File: src/rtl/jded_pkg.sv
// ----------------------------------------------------------------------------
// jded_pkg
// Shared widths, register indexes, event codes and reset values of the
// joystick direction event detector.
// ----------------------------------------------------------------------------
package jded_pkg;

	localparam int TIME_W       = 32;
	localparam int FIELD_W      = 60;
	localparam int CENTER_W     = 12;
	localparam int LIMIT_W      = 8;
	localparam int INTERVAL_W   = 16;
	localparam int CFG_IDX_W    = 3;
	localparam int CFG_DATA_W   = 16;
	localparam int NUM_EVENTS   = 6;
	localparam int MAX_EVENTS   = 4;
	localparam int CODE_W       = 3;

	localparam int DEF_SAMPLES_PER_POLL = 5;
	localparam int DEF_SAMPLE_BITS      = 12;

	localparam int SCALE_MUL    = 128;
	localparam int SCALE_DIV    = 2048;
	localparam int SCALE_SHIFT  = $clog2(SCALE_DIV) - $clog2(SCALE_MUL);
	localparam int SCALED_MAX   = 127;
	localparam int SCALED_MIN   = -128;

	localparam logic [CENTER_W-1:0]        RST_ADC_CENTER  = 12'd1967;
	localparam logic signed [LIMIT_W-1:0]  RST_LEFT_LIMIT  = -8'sd100;
	localparam logic signed [LIMIT_W-1:0]  RST_RIGHT_LIMIT = 8'sd90;
	localparam logic signed [LIMIT_W-1:0]  RST_UP_LIMIT    = 8'sd100;
	localparam logic signed [LIMIT_W-1:0]  RST_DOWN_LIMIT  = -8'sd100;
	localparam logic [INTERVAL_W-1:0]      RST_INTERVAL    = 16'd100;

	typedef enum logic [CFG_IDX_W-1:0] {
		CFG_ADC_CENTER = 3'd0,
		CFG_LEFT_LIMIT = 3'd1,
		CFG_RIGHT_LIMIT = 3'd2,
		CFG_UP_LIMIT = 3'd3,
		CFG_DOWN_LIMIT = 3'd4,
		CFG_POLL_INTERVAL = 3'd5
	} cfg_idx_t;

	typedef enum logic [CODE_W-1:0] {
		EV_LEFT = 3'd0,
		EV_RIGHT = 3'd1,
		EV_UP = 3'd2,
		EV_DOWN = 3'd3,
		EV_A_CLICK = 3'd4,
		EV_B_CLICK = 3'd5
	} ev_code_t;

	typedef struct packed {
		logic s2;
		logic s3;
		logic s4;
	} stage_en_t;

	typedef struct packed {
		logic lo;
		logic hi;
	} axis_hit_t;

endpackage

File: src/rtl/joystick_direction_event_detector_core.sv
// ----------------------------------------------------------------------------
// joystick_direction_event_detector_core
// Path: an accepted poll passes stages s1 to s4 and the merge's pending and
// output registers. Throughput: one poll per cycle while out_stall is low; a
// poll with n new events (n at most 4) stalls input until its last is loaded.
// Reset: asynchronous; clears the pipeline, held flags and last poll time and
// loads the configuration registers with their reset values. No clearing pass.
// ----------------------------------------------------------------------------
module joystick_direction_event_detector_core #(
	parameter int SAMPLES_PER_POLL = jded_pkg::DEF_SAMPLES_PER_POLL,
	parameter int SAMPLE_BITS      = jded_pkg::DEF_SAMPLE_BITS
) (
	input  logic                                clk,
	input  logic                                arst_n,
	input  logic                                cfg_we,
	input  logic [jded_pkg::CFG_IDX_W-1:0]      cfg_idx,
	input  logic [jded_pkg::CFG_DATA_W-1:0]     cfg_wdata,
	input  logic                                in_valid,
	output logic                                in_stall,
	input  logic [jded_pkg::TIME_W-1:0]         now_ms,
	input  logic [jded_pkg::FIELD_W-1:0]        x_samples,
	input  logic [jded_pkg::FIELD_W-1:0]        y_samples,
	input  logic                                button_a,
	input  logic                                button_b,
	output logic                                out_valid,
	input  logic                                out_stall,
	output logic [jded_pkg::CODE_W-1:0]         event_code,
	output logic                                last_event
);

	logic [jded_pkg::CENTER_W-1:0]          adc_center_q;
	logic signed [jded_pkg::LIMIT_W-1:0]    left_limit_q;
	logic signed [jded_pkg::LIMIT_W-1:0]    right_limit_q;
	logic signed [jded_pkg::LIMIT_W-1:0]    up_limit_q;
	logic signed [jded_pkg::LIMIT_W-1:0]    down_limit_q;
	logic [jded_pkg::INTERVAL_W-1:0]        interval_q;
	logic [jded_pkg::TIME_W-1:0]            last_ms_q;

	logic [jded_pkg::TIME_W-1:0]            elapsed;
	logic                                   in_beat;
	logic                                   pass;
	logic                                   v1_s1, v2_s2, v3_s3, v4_s4;
	logic                                   rdy1, rdy2, rdy3, rdy4;
	logic [jded_pkg::FIELD_W-1:0]           x_s1, y_s1;
	logic [1:0]                             btn_s1, btn_s2, btn_s3, btn_s4;
	jded_pkg::stage_en_t                    en;
	jded_pkg::axis_hit_t                    x_hit_s4, y_hit_s4;
	logic [jded_pkg::NUM_EVENTS-1:0]        cond;
	logic                                   merge_ready;

	always_ff @(posedge clk or negedge arst_n) begin
		if (!arst_n) begin
			adc_center_q  <= jded_pkg::RST_ADC_CENTER;
			left_limit_q  <= jded_pkg::RST_LEFT_LIMIT;
			right_limit_q <= jded_pkg::RST_RIGHT_LIMIT;
			up_limit_q    <= jded_pkg::RST_UP_LIMIT;
			down_limit_q  <= jded_pkg::RST_DOWN_LIMIT;
			interval_q    <= jded_pkg::RST_INTERVAL;
		end else if (cfg_we) begin
			case (cfg_idx)
				jded_pkg::CFG_ADC_CENTER: adc_center_q <= cfg_wdata[jded_pkg::CENTER_W-1:0];
				jded_pkg::CFG_LEFT_LIMIT: left_limit_q <= cfg_wdata[jded_pkg::LIMIT_W-1:0];
				jded_pkg::CFG_RIGHT_LIMIT: right_limit_q <= cfg_wdata[jded_pkg::LIMIT_W-1:0];
				jded_pkg::CFG_UP_LIMIT: up_limit_q <= cfg_wdata[jded_pkg::LIMIT_W-1:0];
				jded_pkg::CFG_DOWN_LIMIT: down_limit_q <= cfg_wdata[jded_pkg::LIMIT_W-1:0];
				jded_pkg::CFG_POLL_INTERVAL: interval_q <= cfg_wdata[jded_pkg::INTERVAL_W-1:0];
				default: begin
				end
			endcase
		end
	end

	assign rdy4 = !v4_s4 || merge_ready;
	assign rdy3 = !v3_s3 || rdy4;
	assign rdy2 = !v2_s2 || rdy3;
	assign rdy1 = !v1_s1 || rdy2;
	assign in_stall = !rdy1;

	assign en.s2 = rdy2;
	assign en.s3 = rdy3;
	assign en.s4 = rdy4;

	assign in_beat = in_valid && rdy1;
	assign elapsed = now_ms - last_ms_q;
	assign pass    = elapsed >= jded_pkg::TIME_W'(interval_q);

	always_ff @(posedge clk or negedge arst_n) begin
		if (!arst_n) begin
			last_ms_q <= '0;
			v1_s1     <= 1'b0;
			v2_s2     <= 1'b0;
			v3_s3     <= 1'b0;
			v4_s4     <= 1'b0;
		end else begin
			if (in_beat && pass) begin
				last_ms_q <= now_ms;
			end
			if (rdy1) begin
				v1_s1 <= in_beat && pass;
			end
			if (rdy2) begin
				v2_s2 <= v1_s1;
			end
			if (rdy3) begin
				v3_s3 <= v2_s2;
			end
			if (rdy4) begin
				v4_s4 <= v3_s3;
			end
		end
	end

	always_ff @(posedge clk) begin
		if (rdy1) begin
			x_s1   <= x_samples;
			y_s1   <= y_samples;
			btn_s1 <= {button_b, button_a};
		end
		if (rdy2) begin
			btn_s2 <= btn_s1;
		end
		if (rdy3) begin
			btn_s3 <= btn_s2;
		end
		if (rdy4) begin
			btn_s4 <= btn_s3;
		end
	end

	jded_axis_lane #(
		.SAMPLES_PER_POLL (SAMPLES_PER_POLL),
		.SAMPLE_BITS      (SAMPLE_BITS)
	) u_lane_x (
		.clk        (clk),
		.en         (en),
		.samples_s1 (x_s1),
		.center     (adc_center_q),
		.lo_limit   (left_limit_q),
		.hi_limit   (right_limit_q),
		.hit_s4     (x_hit_s4)
	);

	jded_axis_lane #(
		.SAMPLES_PER_POLL (SAMPLES_PER_POLL),
		.SAMPLE_BITS      (SAMPLE_BITS)
	) u_lane_y (
		.clk        (clk),
		.en         (en),
		.samples_s1 (y_s1),
		.center     (adc_center_q),
		.lo_limit   (down_limit_q),
		.hi_limit   (up_limit_q),
		.hit_s4     (y_hit_s4)
	);

	assign cond = {btn_s4[1], btn_s4[0], y_hit_s4.lo, y_hit_s4.hi, x_hit_s4.hi, x_hit_s4.lo};

	jded_event_merge u_merge (
		.clk        (clk),
		.arst_n     (arst_n),
		.cond_valid (v4_s4),
		.cond       (cond),
		.ready      (merge_ready),
		.out_valid  (out_valid),
		.out_stall  (out_stall),
		.event_code (event_code),
		.last_event (last_event)
	);

endmodule

File: src/rtl/jded_axis_lane.sv
// ----------------------------------------------------------------------------
// jded_axis_lane
// One axis: sums the packed samples, averages by reciprocal multiply,
// centers, scales toward zero, saturates and checks both limits.
// ----------------------------------------------------------------------------
module jded_axis_lane #(
	parameter int SAMPLES_PER_POLL = jded_pkg::DEF_SAMPLES_PER_POLL,
	parameter int SAMPLE_BITS      = jded_pkg::DEF_SAMPLE_BITS
) (
	input  logic                                       clk,
	input  jded_pkg::stage_en_t                        en,
	input  logic [jded_pkg::FIELD_W-1:0]               samples_s1,
	input  logic [jded_pkg::CENTER_W-1:0]              center,
	input  logic signed [jded_pkg::LIMIT_W-1:0]        lo_limit,
	input  logic signed [jded_pkg::LIMIT_W-1:0]        hi_limit,
	output jded_pkg::axis_hit_t                        hit_s4
);

	localparam int PACK_W    = SAMPLES_PER_POLL * SAMPLE_BITS;
	localparam int EXT_W     = (PACK_W > jded_pkg::FIELD_W) ? PACK_W : jded_pkg::FIELD_W;
	localparam int SUM_W     = SAMPLE_BITS + $clog2(SAMPLES_PER_POLL);
	localparam int DIV_SHIFT = SUM_W + 4;
	localparam int RECIP_W   = DIV_SHIFT + 1;
	localparam longint unsigned RECIP_L =
		((64'd1 << DIV_SHIFT) + SAMPLES_PER_POLL - 1) / SAMPLES_PER_POLL;
	localparam logic [RECIP_W-1:0] RECIP = RECIP_W'(RECIP_L);
	localparam int PROD_W    = SUM_W + RECIP_W;
	localparam int CW        = ((SAMPLE_BITS > jded_pkg::CENTER_W) ?
		SAMPLE_BITS : jded_pkg::CENTER_W) + 1;
	localparam logic signed [CW-1:0] ROUND_ADD = CW'((1 << jded_pkg::SCALE_SHIFT) - 1);
	localparam logic signed [CW-1:0] SAT_HI = CW'(jded_pkg::SCALED_MAX);
	localparam logic signed [CW-1:0] SAT_LO = CW'(jded_pkg::SCALED_MIN);

	logic [EXT_W-1:0]                      ext;
	logic [SUM_W-1:0]                      acc;
	logic [SUM_W-1:0]                      sum_s2;
	logic [PROD_W-1:0]                     prod;
	logic [SAMPLE_BITS-1:0]                avg_s3;
	logic signed [CW-1:0]                  cent;
	logic signed [CW-1:0]                  adj;
	logic signed [CW-1:0]                  quo;
	logic signed [jded_pkg::LIMIT_W-1:0]   scaled;

	assign ext = EXT_W'(samples_s1);

	always_comb begin
		acc = '0;
		for (int i = 0; i < SAMPLES_PER_POLL; i++) begin
			acc = acc + SUM_W'(ext[i*SAMPLE_BITS +: SAMPLE_BITS]);
		end
	end

	assign prod = PROD_W'(sum_s2) * PROD_W'(RECIP);

	always_comb begin
		cent = $signed({{(CW-SAMPLE_BITS){1'b0}}, avg_s3}) -
			$signed({{(CW-jded_pkg::CENTER_W){1'b0}}, center});
		adj = cent[CW-1] ? (cent + ROUND_ADD) : cent;
		quo = adj >>> jded_pkg::SCALE_SHIFT;
		if (quo > SAT_HI) begin
			scaled = jded_pkg::LIMIT_W'(jded_pkg::SCALED_MAX);
		end else if (quo < SAT_LO) begin
			scaled = jded_pkg::LIMIT_W'(jded_pkg::SCALED_MIN);
		end else begin
			scaled = quo[jded_pkg::LIMIT_W-1:0];
		end
	end

	always_ff @(posedge clk) begin
		if (en.s2) begin
			sum_s2 <= acc;
		end
		if (en.s3) begin
			avg_s3 <= prod[DIV_SHIFT +: SAMPLE_BITS];
		end
		if (en.s4) begin
			hit_s4.lo <= (scaled <= lo_limit);
			hit_s4.hi <= (scaled >= hi_limit);
		end
	end

endmodule

File: src/rtl/jded_event_merge.sv
// ----------------------------------------------------------------------------
// jded_event_merge
// Combines the lane conditions with the held flags, keeps the first four new
// events of a poll and sends them one beat per cycle, while out_stall is low,
// through an output register.
// ----------------------------------------------------------------------------
module jded_event_merge (
	input  logic                                  clk,
	input  logic                                  arst_n,
	input  logic                                  cond_valid,
	input  logic [jded_pkg::NUM_EVENTS-1:0]       cond,
	output logic                                  ready,
	output logic                                  out_valid,
	input  logic                                  out_stall,
	output logic [jded_pkg::CODE_W-1:0]           event_code,
	output logic                                  last_event
);

	logic [jded_pkg::NUM_EVENTS-1:0] held_q;
	logic [jded_pkg::NUM_EVENTS-1:0] pend_q;
	logic [jded_pkg::NUM_EVENTS-1:0] fresh;
	logic [jded_pkg::NUM_EVENTS-1:0] capped;
	logic [jded_pkg::NUM_EVENTS-1:0] low_bit;
	logic [jded_pkg::NUM_EVENTS-1:0] rest;
	logic [2:0]                      cnt;
	jded_pkg::ev_code_t              next_code;
	logic                            ov_q;
	jded_pkg::ev_code_t              code_q;
	logic                            last_q;
	logic                            slot_free;
	logic                            load;
	logic                            take;

	assign fresh = cond & ~held_q;

	always_comb begin
		cnt = '0;
		capped = '0;
		for (int k = 0; k < jded_pkg::NUM_EVENTS; k++) begin
			if (fresh[k] && (cnt < 3'(jded_pkg::MAX_EVENTS))) begin
				capped[k] = 1'b1;
				cnt = cnt + 3'd1;
			end
		end
	end

	assign low_bit = pend_q & (~pend_q + jded_pkg::NUM_EVENTS'(1));
	assign rest    = pend_q & ~low_bit;

	always_comb begin
		next_code = jded_pkg::EV_LEFT;
		for (int k = jded_pkg::NUM_EVENTS - 1; k >= 0; k--) begin
			if (pend_q[k]) begin
				next_code = jded_pkg::ev_code_t'(jded_pkg::CODE_W'(k));
			end
		end
	end

	assign slot_free = !ov_q || !out_stall;
	assign load      = slot_free && (pend_q != '0);
	assign ready     = (pend_q == '0) || (load && (rest == '0));
	assign take      = cond_valid && ready;

	always_ff @(posedge clk or negedge arst_n) begin
		if (!arst_n) begin
			held_q <= '0;
			pend_q <= '0;
			ov_q   <= 1'b0;
		end else begin
			if (take) begin
				held_q <= cond;
				pend_q <= capped;
			end else if (load) begin
				pend_q <= rest;
			end
			if (slot_free) begin
				ov_q <= load;
			end
		end
	end

	always_ff @(posedge clk) begin
		if (load) begin
			code_q <= next_code;
			last_q <= (rest == '0);
		end
	end

	assign out_valid  = ov_q;
	assign event_code = code_q;
	assign last_event = last_q;

	a_pend_cap: assert property (@(posedge clk) disable iff (!arst_n)
		$countones(pend_q) <= jded_pkg::MAX_EVENTS)
		else $error("pending events exceed per-poll cap");

	a_take_empty: assert property (@(posedge clk) disable iff (!arst_n)
		take |-> (pend_q == '0) || (load && $countones(pend_q) == 1))
		else $error("new poll taken over pending events");

	a_held_update: assert property (@(posedge clk) disable iff (!arst_n)
		take |=> held_q == $past(cond))
		else $error("held flags not updated from conditions");

	a_last_drains: assert property (@(posedge clk) disable iff (!arst_n)
		load && (rest == '0) |=> pend_q == '0 || $past(take))
		else $error("pending events left after last beat");

endmodule
File: config.mk
export PLATFORM = sky130hd
export DESIGN_NAME = joystick_direction_event_detector_core
export DESIGN_NICKNAME = d
export VERILOG_FILES = /design/src/rtl/jded_pkg.sv /design/src/rtl/joystick_direction_event_detector_core.sv /design/src/rtl/jded_axis_lane.sv /design/src/rtl/jded_event_merge.sv
export SDC_FILE = /design/constraint.sdc
export NUM_CORES = 1
export LEC_CHECK = 0
export BUFFER_PORTS_ARGS = -buffer_cell sky130_fd_sc_hd__buf_4
export CAP_MARGIN = 20
export CORE_ASPECT_RATIO = 1.25
export CORE_MARGIN = 2
export CORE_UTILIZATION = 25
export DETAILED_ROUTE_END_ITERATION = 7
export HOLD_SLACK_MARGIN = 0.15
export PLACE_DENSITY = 0.45
export SLEW_MARGIN = 20
export SYNTH_ARGS = -nofsm -noshare
export SYNTH_HDL_FRONTEND = slang
export SYNTH_HIERARCHICAL = 1
export SYNTH_SLANG_ARGS = --single-unit
File: constraint.sdc
create_clock -name clk -period 7.4 [get_ports clk]
set_input_delay 0.37 -clock clk [delete_from_list [all_inputs] [get_ports clk]]
set_output_delay 0.37 -clock clk [all_outputs]
set_load 0.05 [all_outputs]
==> results.md <==
* Status: complete, no violations
* Max Clock Skew at 0.02752 ns
* Number of levels the H-tree was split into at 2
* Syn_area_per_cell at 11.61 um2
* CTS buffer count at 41
* Pre-CTS setup slack at 1.624 ns
* Main flop type after synthesis: sky130_fd_sc_hd__edfxtp_1
* Hold WS at 0.3122 ns
* Total via count in the routed design at 16770
* Nets@finish at 3238
* Instance count of the mapped netlist at 2136
* Routing usage on met3 at 0.01748
* Leftover overflow at the end of global routing at 0
* Global-route met1 utilization at 0.1308
* Distinct cell type count after synthesis at 106
* Total GRT Usage at 0.1142
* Startpoint type of the worst setup path: flip-flop
* TritonCTS clock tree: built
* Count of flip-flops with a built-in enable after synthesis at 190
* Type of the worst setup path: reg -> reg
* TritonCTS Sinks at 299
* Initial standard-cell utilization of the core at 0.2514
* Die area at 101700 um2
* Total length of routed wires at 57880 um
* Hold WC Path Type: in -> reg
* First-iteration detailed-routing DRC count at 450
* Area of the mapped netlist at 24790 um2
* Final number of max-transition violations at 0
* Final cycle utilization of the critical path at 0.7745
* Tightest slew margin relative to the limit at 0.3509
* Least-Margin Pin Slew at 0.9736 ns
* Async set-or-reset flop fraction in the synthesized netlist at 0.3645
* Launching point of the worst reg2reg path: u_lane_x/sum_s2[9]
* Fraction of final layout cells with drive strength greater than 1 at 0.1712
* Seq. cell area at 8467 um2
* Number of rows in the core area at 129
* Number of warnings printed during yosys synthesis at 6
* Setup slack after layout at 1.669 ns
* CORE AREA at 98620 um2
* Finish-stage setup viols at 0
* Vias per Instance at 4.347
* R2R setup slack at 1.67 ns
* Critical Path RT at 7.72 ns
* Router iterations before antenna repair at 5
* Max frequency at 174.5 MHz
* Pin count of the biggest net entering global routing at 125
* Final Critical Period at 5.731 ns
* Sort of element at the end of the critical path: flip-flop
* Cts repair resizes at 0
* Die Height at 356.1 um
* Share of the yosys chip area belonging to registers at 0.3416
* Antenna Nets Post-Route at 0
* Setup repair after global routing missed its margin: false
* Capture instance of the worst register-to-register path: u_lane_x/avg_s3[11]
* Data arrival time at the worst-slack endpoint at 6.05 ns
* HPWL after detailed placement at 46730 um
* CTS root buf: sky130_fd_sc_hd__clkbuf_16
* WHS Path Cells at 3
* Hold path startpoint: cfg_idx[2]
* First-pass GRT wire length at 93830 um
* Number of failing hold endpoints at the final stage at 0
* Via count of the first global-routing pass at 18430
* Global routing met2 resource utilization at 0.2156
* FILL cells at 9947
* Area occupied by multi-input gates at 14850 um2
* Synthesis-to-finish area growth at 24.11%
* Routed WL per cell at 15.01 um
* I/O pin count at 184
* Depth of the worst register-to-register path at 15
* Worst-skew pair later-pin latency at 0.58 ns
* Post-synthesis register bit count at 299
* Remaining routing DRC violations at 0
* I/O Buffers at 183
* Net count of the mapped netlist at 2856
* Clock slew at the register clock pins of the worst setup and hold paths at 0.06 ns
* Buffer depth of the longest clock path at 3
* Die Span X at 285.6 um
* Hold Path End: adc_center_q[8]
* Maximum net fanout on the critical path at 5
* Number of antenna violations at the first check in global routing at 0
* Global-route layer with the greatest usage: met2
* Accumulated negative setup slack at 0 ns
* Placer Congestion at 0.8885
* Total of max-cap violations at 0
-- worst max path at each step --
stage	endpoint	slack, ns	start
after floorplan	in_stall	0.007	u_merge/out_valid
after global placement	u_lane_x/avg_s3[11]	1.67	u_lane_x/sum_s2[13]
after detailed placement	u_lane_x/avg_s3[11]	1.62	u_lane_x/sum_s2[9]
after CTS	u_lane_y/avg_s3[11]	1.63	u_lane_y/sum_s2[4]
after global routing	u_lane_y/avg_s3[11]	1.31	u_lane_y/sum_s2[4]
final	u_lane_x/avg_s3[11]	1.67	u_lane_x/sum_s2[9]
-- synth_stat cells, types with 25 or more instances --
cell type	count	area share
sky130_fd_sc_hd__a211oi_1	25	0.0076
sky130_fd_sc_hd__a21o_1	37	0.011
sky130_fd_sc_hd__a21oi_1	85	0.017
sky130_fd_sc_hd__dfrtp_1	82	0.083
sky130_fd_sc_hd__dfstp_2	27	0.029
sky130_fd_sc_hd__edfxtp_1	190	0.23
sky130_fd_sc_hd__fa_1	191	0.15
sky130_fd_sc_hd__ha_1	351	0.18
sky130_fd_sc_hd__inv_1	341	0.052
sky130_fd_sc_hd__mux2_2	63	0.029
sky130_fd_sc_hd__mux2_4	34	0.021
sky130_fd_sc_hd__nand2_1	86	0.013
sky130_fd_sc_hd__nand4_1	27	0.0068
sky130_fd_sc_hd__nor2_1	89	0.013
sky130_fd_sc_hd__nor3_1	29	0.0059
sky130_fd_sc_hd__o21a_1	31	0.0094
sky130_fd_sc_hd__o21ai_0	53	0.011
sky130_fd_sc_hd__xnor2_1	61	0.022
-- final cells by class --
cell class              instances  share of cell area
clock inverters                19            0.007483
flip-flops and latches        299              0.2752
multi-input cells            1474              0.4827
diodes                          1          0.00008134
well taps                    1310             0.05328
inverters                     341             0.04160
repair buffers                361              0.1026
clock buffers                  52             0.03705
-- cells by family after synthesis --
group | after synthesis | share of synthesized area
DFF | 299 | 0.3416
and+or+nand+nor | 387 | 0.08384
muxes | 98 | 0.04962
adders and majority gates | 542 | 0.3314
buffers and inverters | 363 | 0.06032
xor gates and xnor gates | 86 | 0.03114
AOI/OAI and AO/OA | 361 | 0.1021
-- worst max-delay path, stage by stage, from the launching register on --
cell and delay [ns]:
sky130_fd_sc_hd__edfxtp_1 0.48, sky130_fd_sc_hd__ha_1 0.38, sky130_fd_sc_hd__fa_1 0.59, sky130_fd_sc_hd__fa_1 0.49, sky130_fd_sc_hd__fa_1 0.52, sky130_fd_sc_hd__fa_1 0.52
sky130_fd_sc_hd__fa_1 0.49, sky130_fd_sc_hd__ha_1 0.34, sky130_fd_sc_hd__a21o_1 0.19, sky130_fd_sc_hd__a221o_1 0.39, sky130_fd_sc_hd__a2111oi_4 0.37, sky130_fd_sc_hd__o31ai_2 0.19
sky130_fd_sc_hd__a32oi_2 0.24, sky130_fd_sc_hd__a21oi_2 0.10, sky130_fd_sc_hd__a21oi_2 0.15, sky130_fd_sc_hd__xnor2_1 0.07
-- sequential cells by signal, summed over array words and instances, names as in the netlist, 2 cells and up --
register / count
last_ms_q: 32
u_lane_y/hit_s4: 2
interval_q: 16
x_s1: 60
u_lane_y/sum_s2: 15
adc_center_q: 12
btn_s4: 2
u_lane_x/avg_s3: 12
u_merge/held_q: 6
y_s1: 60
btn_s2: 2
u_lane_x/hit_s4: 2
u_lane_x/sum_s2: 15
btn_s1: 2
btn_s3: 2
u_lane_y/avg_s3: 12
u_merge/event_code: 3
left_limit_q: 8
up_limit_q: 8
down_limit_q: 8
right_limit_q: 8
u_merge/pend_q: 6
-- placed cells by master, fill, tap and decap left out, types with 34 or more instances in the layout --
cell                            netlist  final
sky130_fd_sc_hd__fa_1               191    191
sky130_fd_sc_hd__nand2_1             86     86
sky130_fd_sc_hd__mux2_2              63     63
sky130_fd_sc_hd__buf_4                1    187
sky130_fd_sc_hd__o21ai_0             53     53
sky130_fd_sc_hd__clkbuf_16            0     43
sky130_fd_sc_hd__xnor2_1             61     61
sky130_fd_sc_hd__dfrtp_1             82     82
sky130_fd_sc_hd__mux2_4              34     34
sky130_fd_sc_hd__dlygate4sd3_1        0    173
sky130_fd_sc_hd__edfxtp_1           190    190
sky130_fd_sc_hd__ha_1               351    351
sky130_fd_sc_hd__a21oi_1             85     85
sky130_fd_sc_hd__inv_1              341    341
sky130_fd_sc_hd__a21o_1              37     37
sky130_fd_sc_hd__nor2_1              89     89
-- per-layer routing --
layer	vias to the layer above	wire length, um	share of wire
li1	8263	-	-
met1	8099	24060	0.42
met2	310	30150	0.52
met3	96	1967	0.034
met4	0	1699	0.029
met5	-	0	0
-- through the flow --
stage / std cells / cell area, um2 / util
after global routing: 3856 / 30760 / 0.3119
after floorplan: 2136 / 24790 / -
final: 3857 / 30770 / 0.3120
after CTS: 3856 / 30760 / 0.3119
after global placement: 3612 / 27650 / 0.2804
after detailed placement: 3612 / 27660 / 0.2805
-- timing repair --
item,4_1_cts,5_1_grt
endpoints found under the hold margin,264,0
setup buffers,0,0
hold buffers,173,0
setup endpoints to repair,0,0
Power is not shown: default switching activity piles up to over one toggle a cycle in this logic, so the estimate is an artifact.
